==> config.mk <==
export PLATFORM = sky130hd
export DESIGN_NAME = sha256_stream_hash_flat
export DESIGN_NICKNAME = d
export VERILOG_FILES = /design/src/sv/sha_pkg.sv /design/src/sv/sha_stream_if.sv /design/src/sv/sha_dp.sv /design/src/sv/sha_ctrl.sv /design/src/sv/sha256_stream_hash.sv /design/src/flat_wrapper.sv
export VERILOG_INCLUDE_DIRS = /design/src /design/src/sv
export SDC_FILE = /design/constraint.sdc
export NUM_CORES = 2
export LEC_CHECK = 0
export BUFFER_PORTS_ARGS = -buffer_cell sky130_fd_sc_hd__buf_2
export CAP_MARGIN = 10
export CORE_MARGIN = 2
export CORE_UTILIZATION = 40
export CTS_CLUSTER_DIAMETER = 80
export DETAILED_ROUTE_END_ITERATION = 8
export GPL_TIMING_DRIVEN = 0
export PLACE_DENSITY = 0.66
export SLEW_MARGIN = 20
export SYNTH_ARGS = -nofsm -noshare
export SYNTH_HDL_FRONTEND = slang
export SYNTH_SLANG_ARGS = --single-unit
==> constraint.sdc <==
create_clock -name clk_i -period 7.65 [get_ports clk_i]
set_clock_uncertainty 0.15 [all_clocks]
set_input_delay 0.765 -clock clk_i [delete_from_list [all_inputs] [get_ports clk_i]]
set_output_delay 0.765 -clock clk_i [all_outputs]
set_load 0.01 [all_outputs]
==> src/sv/assert_macros.svh <==
// concurrent assertion helpers, clocked on clk_i and quiet while rst_ni is low
`ifndef ASSERT_MACROS_SVH
`define ASSERT_MACROS_SVH

// same-cycle implication
`define ASSERT_IMPL(lbl, ante, cons, msg) \
  lbl: assert property (@(posedge clk_i) disable iff (!rst_ni) (ante) |-> (cons)) \
    else $error(msg);

// next-cycle implication
`define ASSERT_NEXT(lbl, ante, cons, msg) \
  lbl: assert property (@(posedge clk_i) disable iff (!rst_ni) (ante) |=> (cons)) \
    else $error(msg);

`endif

==> src/sv/sha_pkg.sv <==
`timescale 1ns / 1ps

package sha_pkg;

  localparam int unsigned WordW   = 32;
  localparam int unsigned ByteW   = 8;
  localparam int unsigned LenW    = 64;
  localparam int unsigned FillW   = 6;
  localparam int unsigned RoundW  = 6;
  localparam int unsigned WidxW   = 3;
  localparam int unsigned BlkWords = 16;
  localparam int unsigned HashWords = 8;

  localparam logic [RoundW-1:0] RoundLast   = 6'd63;
  localparam logic [WidxW-1:0]  WordIdxLast = 3'd7;
  localparam logic [FillW-1:0]  FillLast    = 6'd63;
  localparam logic [FillW-1:0]  LenPos      = 6'd56;
  localparam logic [ByteW-1:0]  PadByte     = 8'h80;
  localparam logic [LenW-1:0]   BitsPerByte = 64'd8;

  localparam logic [WordW-1:0] RoundK [64] = '{
    32'h428A2F98, 32'h71374491, 32'hB5C0FBCF, 32'hE9B5DBA5,
    32'h3956C25B, 32'h59F111F1, 32'h923F82A4, 32'hAB1C5ED5,
    32'hD807AA98, 32'h12835B01, 32'h243185BE, 32'h550C7DC3,
    32'h72BE5D74, 32'h80DEB1FE, 32'h9BDC06A7, 32'hC19BF174,
    32'hE49B69C1, 32'hEFBE4786, 32'h0FC19DC6, 32'h240CA1CC,
    32'h2DE92C6F, 32'h4A7484AA, 32'h5CB0A9DC, 32'h76F988DA,
    32'h983E5152, 32'hA831C66D, 32'hB00327C8, 32'hBF597FC7,
    32'hC6E00BF3, 32'hD5A79147, 32'h06CA6351, 32'h14292967,
    32'h27B70A85, 32'h2E1B2138, 32'h4D2C6DFC, 32'h53380D13,
    32'h650A7354, 32'h766A0ABB, 32'h81C2C92E, 32'h92722C85,
    32'hA2BFE8A1, 32'hA81A664B, 32'hC24B8B70, 32'hC76C51A3,
    32'hD192E819, 32'hD6990624, 32'hF40E3585, 32'h106AA070,
    32'h19A4C116, 32'h1E376C08, 32'h2748774C, 32'h34B0BCB5,
    32'h391C0CB3, 32'h4ED8AA4A, 32'h5B9CCA4F, 32'h682E6FF3,
    32'h748F82EE, 32'h78A5636F, 32'h84C87814, 32'h8CC70208,
    32'h90BEFFFA, 32'hA4506CEB, 32'hBEF9A3F7, 32'hC67178F2
  };

  localparam logic [WordW-1:0] HashInit [HashWords] = '{
    32'h6A09E667, 32'hBB67AE85, 32'h3C6EF372, 32'hA54FF53A,
    32'h510E527F, 32'h9B05688C, 32'h1F83D9AB, 32'h5BE0CD19
  };

  // controller to datapath
  typedef struct packed {
    logic              put_byte;
    logic              pad;
    logic              pad2;
    logic              start;
    logic              round;
    logic              fold;
    logic              clr_len;
    logic              reinit;
    logic [RoundW-1:0] rnd;
    logic [WidxW-1:0]  word_idx;
  } cmd_t;

  // datapath to controller
  typedef struct packed {
    logic fill_wrap;
    logic fill_high;
  } sts_t;

endpackage

==> src/sv/sha_stream_if.sv <==
`timescale 1ns / 1ps

interface sha_in_if;
  import sha_pkg::*;
  logic             valid;
  logic             ready;
  logic [ByteW-1:0] data_byte;
  logic             byte_present;
  logic             last_byte;

  modport source (output valid, data_byte, byte_present, last_byte, input ready);
  modport sink (input valid, data_byte, byte_present, last_byte, output ready);
endinterface

interface sha_out_if;
  import sha_pkg::*;
  logic             valid;
  logic             ready;
  logic [WordW-1:0] digest_word;
  logic [WidxW-1:0] word_index;
  logic             last_word;

  modport source (output valid, digest_word, word_index, last_word, input ready);
  modport sink (input valid, digest_word, word_index, last_word, output ready);
endinterface

==> src/sv/sha_dp.sv <==
`timescale 1ns / 1ps

module sha_dp (
  input  logic                       clk_i,
  input  logic                       rst_ni,
  input  sha_pkg::cmd_t              cmd_i,
  input  logic [sha_pkg::ByteW-1:0]  data_byte_i,
  output sha_pkg::sts_t              sts_o,
  output logic [sha_pkg::WordW-1:0]  digest_word_o
);
  import sha_pkg::*;

  function automatic logic [WordW-1:0] rotr(input logic [WordW-1:0] x, input int n);
    return (x >> n) | (x << (WordW - n));
  endfunction

  function automatic logic [WordW-1:0] bsig0(input logic [WordW-1:0] x);
    return rotr(x, 2) ^ rotr(x, 13) ^ rotr(x, 22);
  endfunction

  function automatic logic [WordW-1:0] bsig1(input logic [WordW-1:0] x);
    return rotr(x, 6) ^ rotr(x, 11) ^ rotr(x, 25);
  endfunction

  function automatic logic [WordW-1:0] ssig0(input logic [WordW-1:0] x);
    return rotr(x, 7) ^ rotr(x, 18) ^ (x >> 3);
  endfunction

  function automatic logic [WordW-1:0] ssig1(input logic [WordW-1:0] x);
    return rotr(x, 17) ^ rotr(x, 19) ^ (x >> 10);
  endfunction

  logic [WordW-1:0] w_q    [BlkWords];
  logic [WordW-1:0] w_d    [BlkWords];
  logic [WordW-1:0] vars_q [HashWords];
  logic [WordW-1:0] vars_d [HashWords];
  logic [WordW-1:0] h_q    [HashWords];
  logic [WordW-1:0] h_d    [HashWords];
  logic [LenW-1:0]  len_q, len_d;
  logic [FillW-1:0] fill_q, fill_d;

  logic [WordW-1:0] t1, t2, w_next;
  logic [4:0]       lane_sh;

  assign sts_o.fill_wrap = (fill_q == FillLast);
  assign sts_o.fill_high = (fill_q >= LenPos);
  assign digest_word_o   = h_q[cmd_i.word_idx];

  // big-endian lane: byte 0 of a word sits in bits 31:24
  assign lane_sh = {~fill_q[1:0], 3'b000};

  assign t1 = vars_q[7] + bsig1(vars_q[4])
            + ((vars_q[4] & vars_q[5]) ^ (~vars_q[4] & vars_q[6]))
            + RoundK[cmd_i.rnd] + w_q[0];
  assign t2 = bsig0(vars_q[0])
            + ((vars_q[0] & vars_q[1]) ^ (vars_q[0] & vars_q[2]) ^ (vars_q[1] & vars_q[2]));
  assign w_next = ssig1(w_q[14]) + w_q[9] + ssig0(w_q[1]) + w_q[0];

  always_comb begin
    logic [FillW-1:0] pos;
    pos    = '0;
    w_d    = w_q;
    vars_d = vars_q;
    h_d    = h_q;
    len_d  = len_q;
    fill_d = fill_q;

    if (cmd_i.put_byte) begin
      if (fill_q[1:0] == 2'd0) begin
        w_d[fill_q[5:2]] = {data_byte_i, 24'h0};
      end else begin
        w_d[fill_q[5:2]][lane_sh +: ByteW] = data_byte_i;
      end
      len_d  = len_q + BitsPerByte;
      fill_d = fill_q + 6'd1;
    end

    if (cmd_i.pad) begin
      for (int i = 0; i < BlkWords; i++) begin
        for (int j = 0; j < 4; j++) begin
          pos = FillW'(4 * i + j);
          if (pos == fill_q) begin
            w_d[i][8*(3-j) +: ByteW] = PadByte;
          end else if (pos > fill_q) begin
            w_d[i][8*(3-j) +: ByteW] = '0;
          end
        end
      end
      if (!sts_o.fill_high) begin
        w_d[14] = len_q[LenW-1:WordW];
        w_d[15] = len_q[WordW-1:0];
      end
    end

    if (cmd_i.pad2) begin
      for (int i = 0; i < BlkWords; i++) begin
        w_d[i] = '0;
      end
      w_d[14] = len_q[LenW-1:WordW];
      w_d[15] = len_q[WordW-1:0];
    end

    if (cmd_i.start) begin
      vars_d = h_q;
    end

    if (cmd_i.round) begin
      vars_d[7] = vars_q[6];
      vars_d[6] = vars_q[5];
      vars_d[5] = vars_q[4];
      vars_d[4] = vars_q[3] + t1;
      vars_d[3] = vars_q[2];
      vars_d[2] = vars_q[1];
      vars_d[1] = vars_q[0];
      vars_d[0] = t1 + t2;
      // schedule window slides so w_q[0] is always the current round word
      for (int i = 0; i < BlkWords - 1; i++) begin
        w_d[i] = w_q[i+1];
      end
      w_d[BlkWords-1] = w_next;
    end

    if (cmd_i.fold) begin
      for (int i = 0; i < HashWords; i++) begin
        h_d[i] = h_q[i] + vars_q[i];
      end
    end

    if (cmd_i.clr_len) begin
      len_d  = '0;
      fill_d = '0;
    end

    if (cmd_i.reinit) begin
      h_d = HashInit;
    end
  end

  always_ff @(posedge clk_i or negedge rst_ni) begin
    if (!rst_ni) begin
      h_q    <= HashInit;
      len_q  <= '0;
      fill_q <= '0;
    end else begin
      h_q    <= h_d;
      len_q  <= len_d;
      fill_q <= fill_d;
    end
  end

  always_ff @(posedge clk_i) begin
    w_q    <= w_d;
    vars_q <= vars_d;
  end

endmodule

==> src/sv/sha_ctrl.sv <==
`timescale 1ns / 1ps

module sha_ctrl (
  input  logic          clk_i,
  input  logic          rst_ni,
  input  logic          in_valid_i,
  output logic          in_ready_o,
  input  logic          byte_present_i,
  input  logic          last_byte_i,
  output logic          out_valid_o,
  input  logic          out_ready_i,
  input  sha_pkg::sts_t sts_i,
  output sha_pkg::cmd_t cmd_o
);
  import sha_pkg::*;

  localparam logic [2:0] SIdle  = 3'd0;
  localparam logic [2:0] SRound = 3'd1;
  localparam logic [2:0] SFold  = 3'd2;
  localparam logic [2:0] SPad   = 3'd3;
  localparam logic [2:0] SPad2  = 3'd4;
  localparam logic [2:0] SOut   = 3'd5;

  logic [2:0]        state_q, state_d;
  logic [2:0]        nxt_q, nxt_d;
  logic [RoundW-1:0] rnd_q, rnd_d;
  logic [WidxW-1:0]  widx_q, widx_d;
  logic              accept;

  assign in_ready_o  = (state_q == SIdle);
  assign out_valid_o = (state_q == SOut);
  assign accept      = in_valid_i & in_ready_o;

  always_comb begin
    state_d = state_q;
    nxt_d   = nxt_q;
    rnd_d   = rnd_q;
    widx_d  = widx_q;
    cmd_o   = '0;
    cmd_o.rnd      = rnd_q;
    cmd_o.word_idx = widx_q;

    case (state_q)
      SIdle: begin
        if (accept) begin
          cmd_o.put_byte = byte_present_i;
          if (byte_present_i && sts_i.fill_wrap) begin
            // block is full: compress first, pad afterwards if this ended the message
            cmd_o.start = 1'b1;
            rnd_d       = '0;
            nxt_d       = last_byte_i ? SPad : SIdle;
            state_d     = SRound;
          end else if (last_byte_i) begin
            state_d = SPad;
          end
        end
      end
      SPad: begin
        cmd_o.pad   = 1'b1;
        cmd_o.start = 1'b1;
        rnd_d       = '0;
        nxt_d       = sts_i.fill_high ? SPad2 : SOut;
        state_d     = SRound;
      end
      SPad2: begin
        cmd_o.pad2  = 1'b1;
        cmd_o.start = 1'b1;
        rnd_d       = '0;
        nxt_d       = SOut;
        state_d     = SRound;
      end
      SRound: begin
        cmd_o.round = 1'b1;
        rnd_d       = rnd_q + 6'd1;
        if (rnd_q == RoundLast) begin
          state_d = SFold;
        end
      end
      SFold: begin
        cmd_o.fold    = 1'b1;
        cmd_o.clr_len = (nxt_q == SOut);
        widx_d        = '0;
        state_d       = nxt_q;
      end
      SOut: begin
        if (out_ready_i) begin
          if (widx_q == WordIdxLast) begin
            cmd_o.reinit = 1'b1;
            state_d      = SIdle;
          end else begin
            widx_d = widx_q + 3'd1;
          end
        end
      end
      default: begin
        state_d = SIdle;
      end
    endcase
  end

  always_ff @(posedge clk_i or negedge rst_ni) begin
    if (!rst_ni) begin
      state_q <= SIdle;
      nxt_q   <= SIdle;
      rnd_q   <= '0;
      widx_q  <= '0;
    end else begin
      state_q <= state_d;
      nxt_q   <= nxt_d;
      rnd_q   <= rnd_d;
      widx_q  <= widx_d;
    end
  end

endmodule

==> src/sv/sha256_stream_hash.sv <==
`timescale 1ns / 1ps
// SHA-256 over a byte stream. Each input transfer carries at most one message byte; last_byte
// ends the message and an empty message is one transfer with byte_present low. The byte that
// completes a 64-byte block starts the compression, which runs one round per cycle on a single
// round unit: 64 rounds, then a fold step that adds the result into the hash, so input is not
// ready again until the fold is done. At end of message the padding is loaded and compressed
// (twice when 56 or more bytes sit in the last block), and the eight digest words follow, H0
// first, one per output transfer. Input is held off until the eighth word has been taken; the
// hash then returns to its initial value.
module sha256_stream_hash (
  input logic       clk_i,
  input logic       rst_ni,
  sha_in_if.sink    in_i,
  sha_out_if.source out_o
);
  import sha_pkg::*;

  cmd_t cmd;
  sts_t sts;

  sha_ctrl u_ctrl (
    .clk_i          (clk_i),
    .rst_ni         (rst_ni),
    .in_valid_i     (in_i.valid),
    .in_ready_o     (in_i.ready),
    .byte_present_i (in_i.byte_present),
    .last_byte_i    (in_i.last_byte),
    .out_valid_o    (out_o.valid),
    .out_ready_i    (out_o.ready),
    .sts_i          (sts),
    .cmd_o          (cmd)
  );

  sha_dp u_dp (
    .clk_i         (clk_i),
    .rst_ni        (rst_ni),
    .cmd_i         (cmd),
    .data_byte_i   (in_i.data_byte),
    .sts_o         (sts),
    .digest_word_o (out_o.digest_word)
  );

  assign out_o.word_index = cmd.word_idx;
  assign out_o.last_word  = (cmd.word_idx == WordIdxLast);

`include "assert_macros.svh"

  `ASSERT_IMPL(a_no_overlap, in_i.ready, !out_o.valid, "input ready while digest pending")
  `ASSERT_NEXT(a_back_idle, out_o.valid && out_o.ready && out_o.last_word,
               in_i.ready, "not idle after digest")
  `ASSERT_NEXT(a_word_step, out_o.valid && out_o.ready && !out_o.last_word,
               out_o.valid && (out_o.word_index == $past(out_o.word_index) + 3'd1),
               "digest word order broken")

endmodule

==> src/flat_wrapper.sv <==
// flat-port wrapper written by rule: the top's interface ports become plain ports
module sha256_stream_hash_flat import sha_pkg::*;
  (clk_i, rst_ni, in_i_valid, in_i_data_byte, in_i_byte_present, in_i_last_byte, in_i_ready, out_o_valid, out_o_digest_word, out_o_word_index, out_o_last_word, out_o_ready);
  sha_in_if in_i_i ();
  sha_out_if out_o_i ();
  input logic clk_i;
  input logic rst_ni;
  input wire logic [$bits(in_i_i.valid)-1:0] in_i_valid;
  input wire logic [$bits(in_i_i.data_byte)-1:0] in_i_data_byte;
  input wire logic [$bits(in_i_i.byte_present)-1:0] in_i_byte_present;
  input wire logic [$bits(in_i_i.last_byte)-1:0] in_i_last_byte;
  output wire logic [$bits(in_i_i.ready)-1:0] in_i_ready;
  output wire logic [$bits(out_o_i.valid)-1:0] out_o_valid;
  output wire logic [$bits(out_o_i.digest_word)-1:0] out_o_digest_word;
  output wire logic [$bits(out_o_i.word_index)-1:0] out_o_word_index;
  output wire logic [$bits(out_o_i.last_word)-1:0] out_o_last_word;
  input wire logic [$bits(out_o_i.ready)-1:0] out_o_ready;
  assign in_i_i.valid = in_i_valid;
  assign in_i_i.data_byte = in_i_data_byte;
  assign in_i_i.byte_present = in_i_byte_present;
  assign in_i_i.last_byte = in_i_last_byte;
  assign in_i_ready = in_i_i.ready;
  assign out_o_valid = out_o_i.valid;
  assign out_o_digest_word = out_o_i.digest_word;
  assign out_o_word_index = out_o_i.word_index;
  assign out_o_last_word = out_o_i.last_word;
  assign out_o_i.ready = out_o_ready;
  sha256_stream_hash u_core (.clk_i(clk_i), .rst_ni(rst_ni), .in_i(in_i_i), .out_o(out_o_i));
endmodule
==> reports/results.md <==
### Status
• setup timing — violations in the final reports
• complete, but fails checks — run status

### Synth
• 9527 — cell count after synthesis
• 93 — Cell variety after synth
• 33.6% — register area share after synthesis
• 30.6% — Async S/R FF share, synth
• 0 — Synth Warn #
• sky130_fd_sc_hd__dfxtp_1 — most instantiated flip-flop cell in the synthesis netlist
• 10.1k — number of nets in the synthesized netlist
• 1106 — flip-flop and latch count after synthesis
• 8.33 um2 — mean area per synthesized cell
• 264 — count of flip-flops with a built-in enable after synthesis
• 79300 um2 — summed instance area of the synthesized netlist

### STA
• 0 — number of failing hold endpoints at the final stage
• 113% — fin crit share
• 8.65 ns — post-layout minimum cycle time
• 18 — final number of setup-violating endpoints
• yes — unrepaired setup endpoints after global routing
• 12.9% — max_slew headroom
• 1.31 ns — slew at the pin closest to its max-slew limit
• 0 — Slew Viols, Final
• -1.00 ns — crit path setup slack, layout
• 116 MHz — Highest Clock Rate
• 0.152 ns — hold slack

### Pwr
• 45.1% — register share of total power
• 147 nW/um2 — Cell Pwr Density
• 0.0133 W — total power draw
• 38.8 nW — Static Leak
• 54.0% — Clock power frac
• 1.0% — Logic pwr share
• 23.4% — switching power as a share of total power
• 0.226 mV — Max VDD drop
• 0.0102 W — Internal
• 0.00311 W — switching power

### Min path
• in -> reg — worst hold path type
• in_i_last_byte — launch point of the worst hold path
• u_core.u_ctrl.nxt_q[1]$_DFFE_PN0P_ — endpoint of the worst hold path
• 3 — worst hold path stage count

### Critical path
• sky130_fd_sc_hd__a21oi_2 — Top cell by count, worst path
• -1.00 ns — worst reg2reg setup slack
• u_core.u_ctrl.rnd_q[3]$_DFFE_PN0P_ — worst r2r src
• flip-flop — CP Capture Type
• reg -> reg — Crit Path Category
• 9.02 ns — Worst Path Arrival
• 0.58 ns — Worst path max stage delay
• u_core.u_dp.vars_q[253]$_DFFE_PP_ — r2r endpoint
• 32 — worst reg2reg path depth
• flip-flop — crit start category
• 8.02 ns — Worst EP required
• sky130_fd_sc_hd__a2111oi_4 — critical path's slowest cell
• 14 — critical-path maximum fanout

### CTS
• 141 — number of CTS-inserted buffers
• 0.83 ns — Clock Latency Late Sink
• done — CTS tree
• 3 — Longest Clk Path Bufs
• 4 — deepest level of the CTS H-tree
• 1106 — clk sinks
• 0.05 ns — clock slew seen by the registers of the worst setup and hold paths
• sky130_fd_sc_hd__clkbuf_16 — root cell of the clock tree

### Finish
• 26700 um2 — Storage cell area
• 19.5k — Fillers
• 90600 um2 — final standard cell area without fillers
• 49800 um2 — area occupied by multi-input gates
• 12.6k — number of non-filler instances in the completed layout
• 45.9% — fin util
• 10.4k — net count reported at finish
• 14.2% — Syn-to-layout area delta
• 10.4% — share of layout cells above drive strength 1

### Global routing
• 76.5k — via count of the first global-routing pass
• 41.3% — Total Routing Usage GR
• 0 — total grt overflow
• 592 mm — wire length of the first global-routing pass
• 38 — initial antenna violation count
• 87 — largest net degree at the start of global routing

### Placement
• 50 — number of port buffers
• 12.3k — Cell Count Post-Placement
• 1.07 — global placer's final weighted congestion
• 84000 um2 — dpl cell area
• 340 mm — detailed placement HPWL

### Die
• 40.2% — starting density of the core
• 202000 um2 — Total Die Area
• 449 um — die extent in y
• 163 — Cell Rows
• 52 — I/O pin cnt
• 449 um — overall die width
• 197000 um2 — Core Box Area

### Route
• 6.41 — routed via count divided by cell count
• 0 — post-route antenna net violation count
• 432 mm — routed wire length
• 11.2k — Iteration-0 DRC Markers
• 0 — # DRC
• 6 — first-pass iteration count of the detailed router
• 34.3 um — routed length per placed instance
• 80.8k — vias

### Job
• 0 — Max-Cap Viols

-- layout make-up --
class,instances,area share [%]
antenna,19,0.0525
buffer,617,2.85
clock buffer,190,4.31
clock inverter,71,1.01
inverter,436,1.85
multi-input combinational,7358,55.0
sequential,1106,29.4
tap,2640,3.65
timing repair buffer,169,1.90
-- metrics by stage --
stage	worst slack, ns	setup TNS (ns)
2_1_floorplan	0.0129	0
3_3_place_gp	-5.81	-1704.82
3_5_place_dp	-3.07	-66.33
4_1_cts	-0.857	-6.07
5_1_grt	-1.09	-10.81
6_report	-1.00	-8.15
-- layout by cell type (no fill, tap or decap), types with 102 or more instances in the layout --
cell type / n
sky130_fd_sc_hd__fa_1: 192
sky130_fd_sc_hd__a22o_1: 214
sky130_fd_sc_hd__o21ai_0: 866
sky130_fd_sc_hd__edfxtp_1: 264
sky130_fd_sc_hd__a21o_1: 195
sky130_fd_sc_hd__a21oi_1: 704
sky130_fd_sc_hd__dfstp_2: 136
sky130_fd_sc_hd__xor2_1: 248
sky130_fd_sc_hd__xnor2_1: 362
sky130_fd_sc_hd__inv_1: 415
sky130_fd_sc_hd__o221ai_1: 102
sky130_fd_sc_hd__ha_1: 384
sky130_fd_sc_hd__dfxtp_1: 504
sky130_fd_sc_hd__dfrtp_1: 198
sky130_fd_sc_hd__clkbuf_16: 144
sky130_fd_sc_hd__nor2b_1: 135
sky130_fd_sc_hd__nor2_1: 568
sky130_fd_sc_hd__a22oi_1: 209
sky130_fd_sc_hd__clkbuf_1: 494
sky130_fd_sc_hd__nand2_1: 1687
sky130_fd_sc_hd__nand3_1: 121
-- flip-flops by register name, indices dropped and copies added (netlist names) --
name / cells
u_core.u_ctrl.nxt_q: 3
u_core.u_ctrl.state_q: 3
u_core.u_ctrl.rnd_q: 6
u_core.u_ctrl.widx_q: 3
u_core.u_dp.w_q: 512
u_core.u_dp.vars_q: 256
u_core.u_dp.len_q: 61
u_core.u_dp.h_q: 256
u_core.u_dp.fill_q: 6
-- critical path, delay by kind of cell, from the launching register on --
family	cells	cell delay (ns)
AO/OA/AOI/OAI	15	3.54
XOR/XNOR	1	0.16
adder cells (fa/ha/maj)	4	1.47
buffers and inverters	5	1.05
flip-flops	1	0.52
multiplexers	1	0.34
AND/OR/NAND/NOR	6	1.07
-- power groups by stage --
stage,Combinational (W),Clock (W),Sequential (W)
final,0.000129,0.00717,0.00598
after global placement,0.000105,0,0.00610
after floorplan,0.0000151,0,0.00610
after global routing,0.000132,0.00740,0.00598
after CTS,0.000126,0.00718,0.00598
after detailed placement,0.000126,0,0.00610
-- cells by family after synthesis --
kind of cell | Yosys count | share of synthesized area (%)
flops | 1106 | 33.6
simple gates | 2985 | 16.1
xor+xnor | 623 | 6.88
mux | 140 | 2.92
fa+ha+maj | 600 | 11.3
compound gates | 3010 | 24.2
buf+inv | 1063 | 5.05
-- metal layers --
layer / global-route usage (%) / vias to the layer above / routed length, um
li1: - / 34351 / -
met5: 0 / - / 241
met3: 11.0 / 1378 / 46200
met1: 51.7 / 39885 / 165000
met2: 61.3 / 5151 / 182000
met4: 30.2 / 34 / 38600
-- synthesized netlist by cell type (215+ instances only) --
| library cell | n | area (um2) |
|---|---|---|
| sky130_fd_sc_hd__a21oi_1 | 745 | 3730 |
| sky130_fd_sc_hd__a22o_1 | 215 | 1880 |
| sky130_fd_sc_hd__clkbuf_1 | 558 | 2090 |
| sky130_fd_sc_hd__dfxtp_1 | 504 | 10100 |
| sky130_fd_sc_hd__edfxtp_1 | 264 | 7930 |
| sky130_fd_sc_hd__ha_1 | 402 | 5030 |
| sky130_fd_sc_hd__inv_1 | 431 | 1620 |
| sky130_fd_sc_hd__nand2_1 | 1697 | 6370 |
| sky130_fd_sc_hd__nor2_1 | 589 | 2210 |
| sky130_fd_sc_hd__o21ai_0 | 901 | 4510 |
| sky130_fd_sc_hd__xnor2_1 | 371 | 3250 |
| sky130_fd_sc_hd__xor2_1 | 252 | 2210 |
-- worst max path at each step --
stage | end | from | depth (start not counted) | slack, ns
after floorplan | u_core.u_dp.vars_q[255]$_DFFE_PP_ | u_core.u_ctrl.rnd_q[1]$_DFFE_PN0P_ | 40 | 0.01
after global placement | u_core.u_dp.vars_q[255]$_DFFE_PP_ | u_core.u_ctrl.rnd_q[3]$_DFFE_PN0P_ | 33 | -5.81
after detailed placement | u_core.u_dp.vars_q[255]$_DFFE_PP_ | u_core.u_ctrl.rnd_q[2]$_DFFE_PN0P_ | 35 | -3.07
after CTS | u_core.u_dp.vars_q[253]$_DFFE_PP_ | u_core.u_dp.vars_q[122]$_DFFE_PP_ | 34 | -0.86
after global routing | u_core.u_dp.vars_q[253]$_DFFE_PP_ | u_core.u_ctrl.rnd_q[1]$_DFFE_PN0P_ | 39 | -1.09
final | u_core.u_dp.vars_q[253]$_DFFE_PP_ | u_core.u_ctrl.rnd_q[3]$_DFFE_PN0P_ | 32 | -1.00
-- what timing repair did --
item                                    in CTS  in global routing
hold buffers                                 1                  0
endpoints found under the hold margin       27                  0
gates resized for setup                    223                 79
endpoints found under the setup margin      44                 28
buffers inserted                            52                 25
pin swaps                                   54                 50
Power figures use the tool's default switching activity.
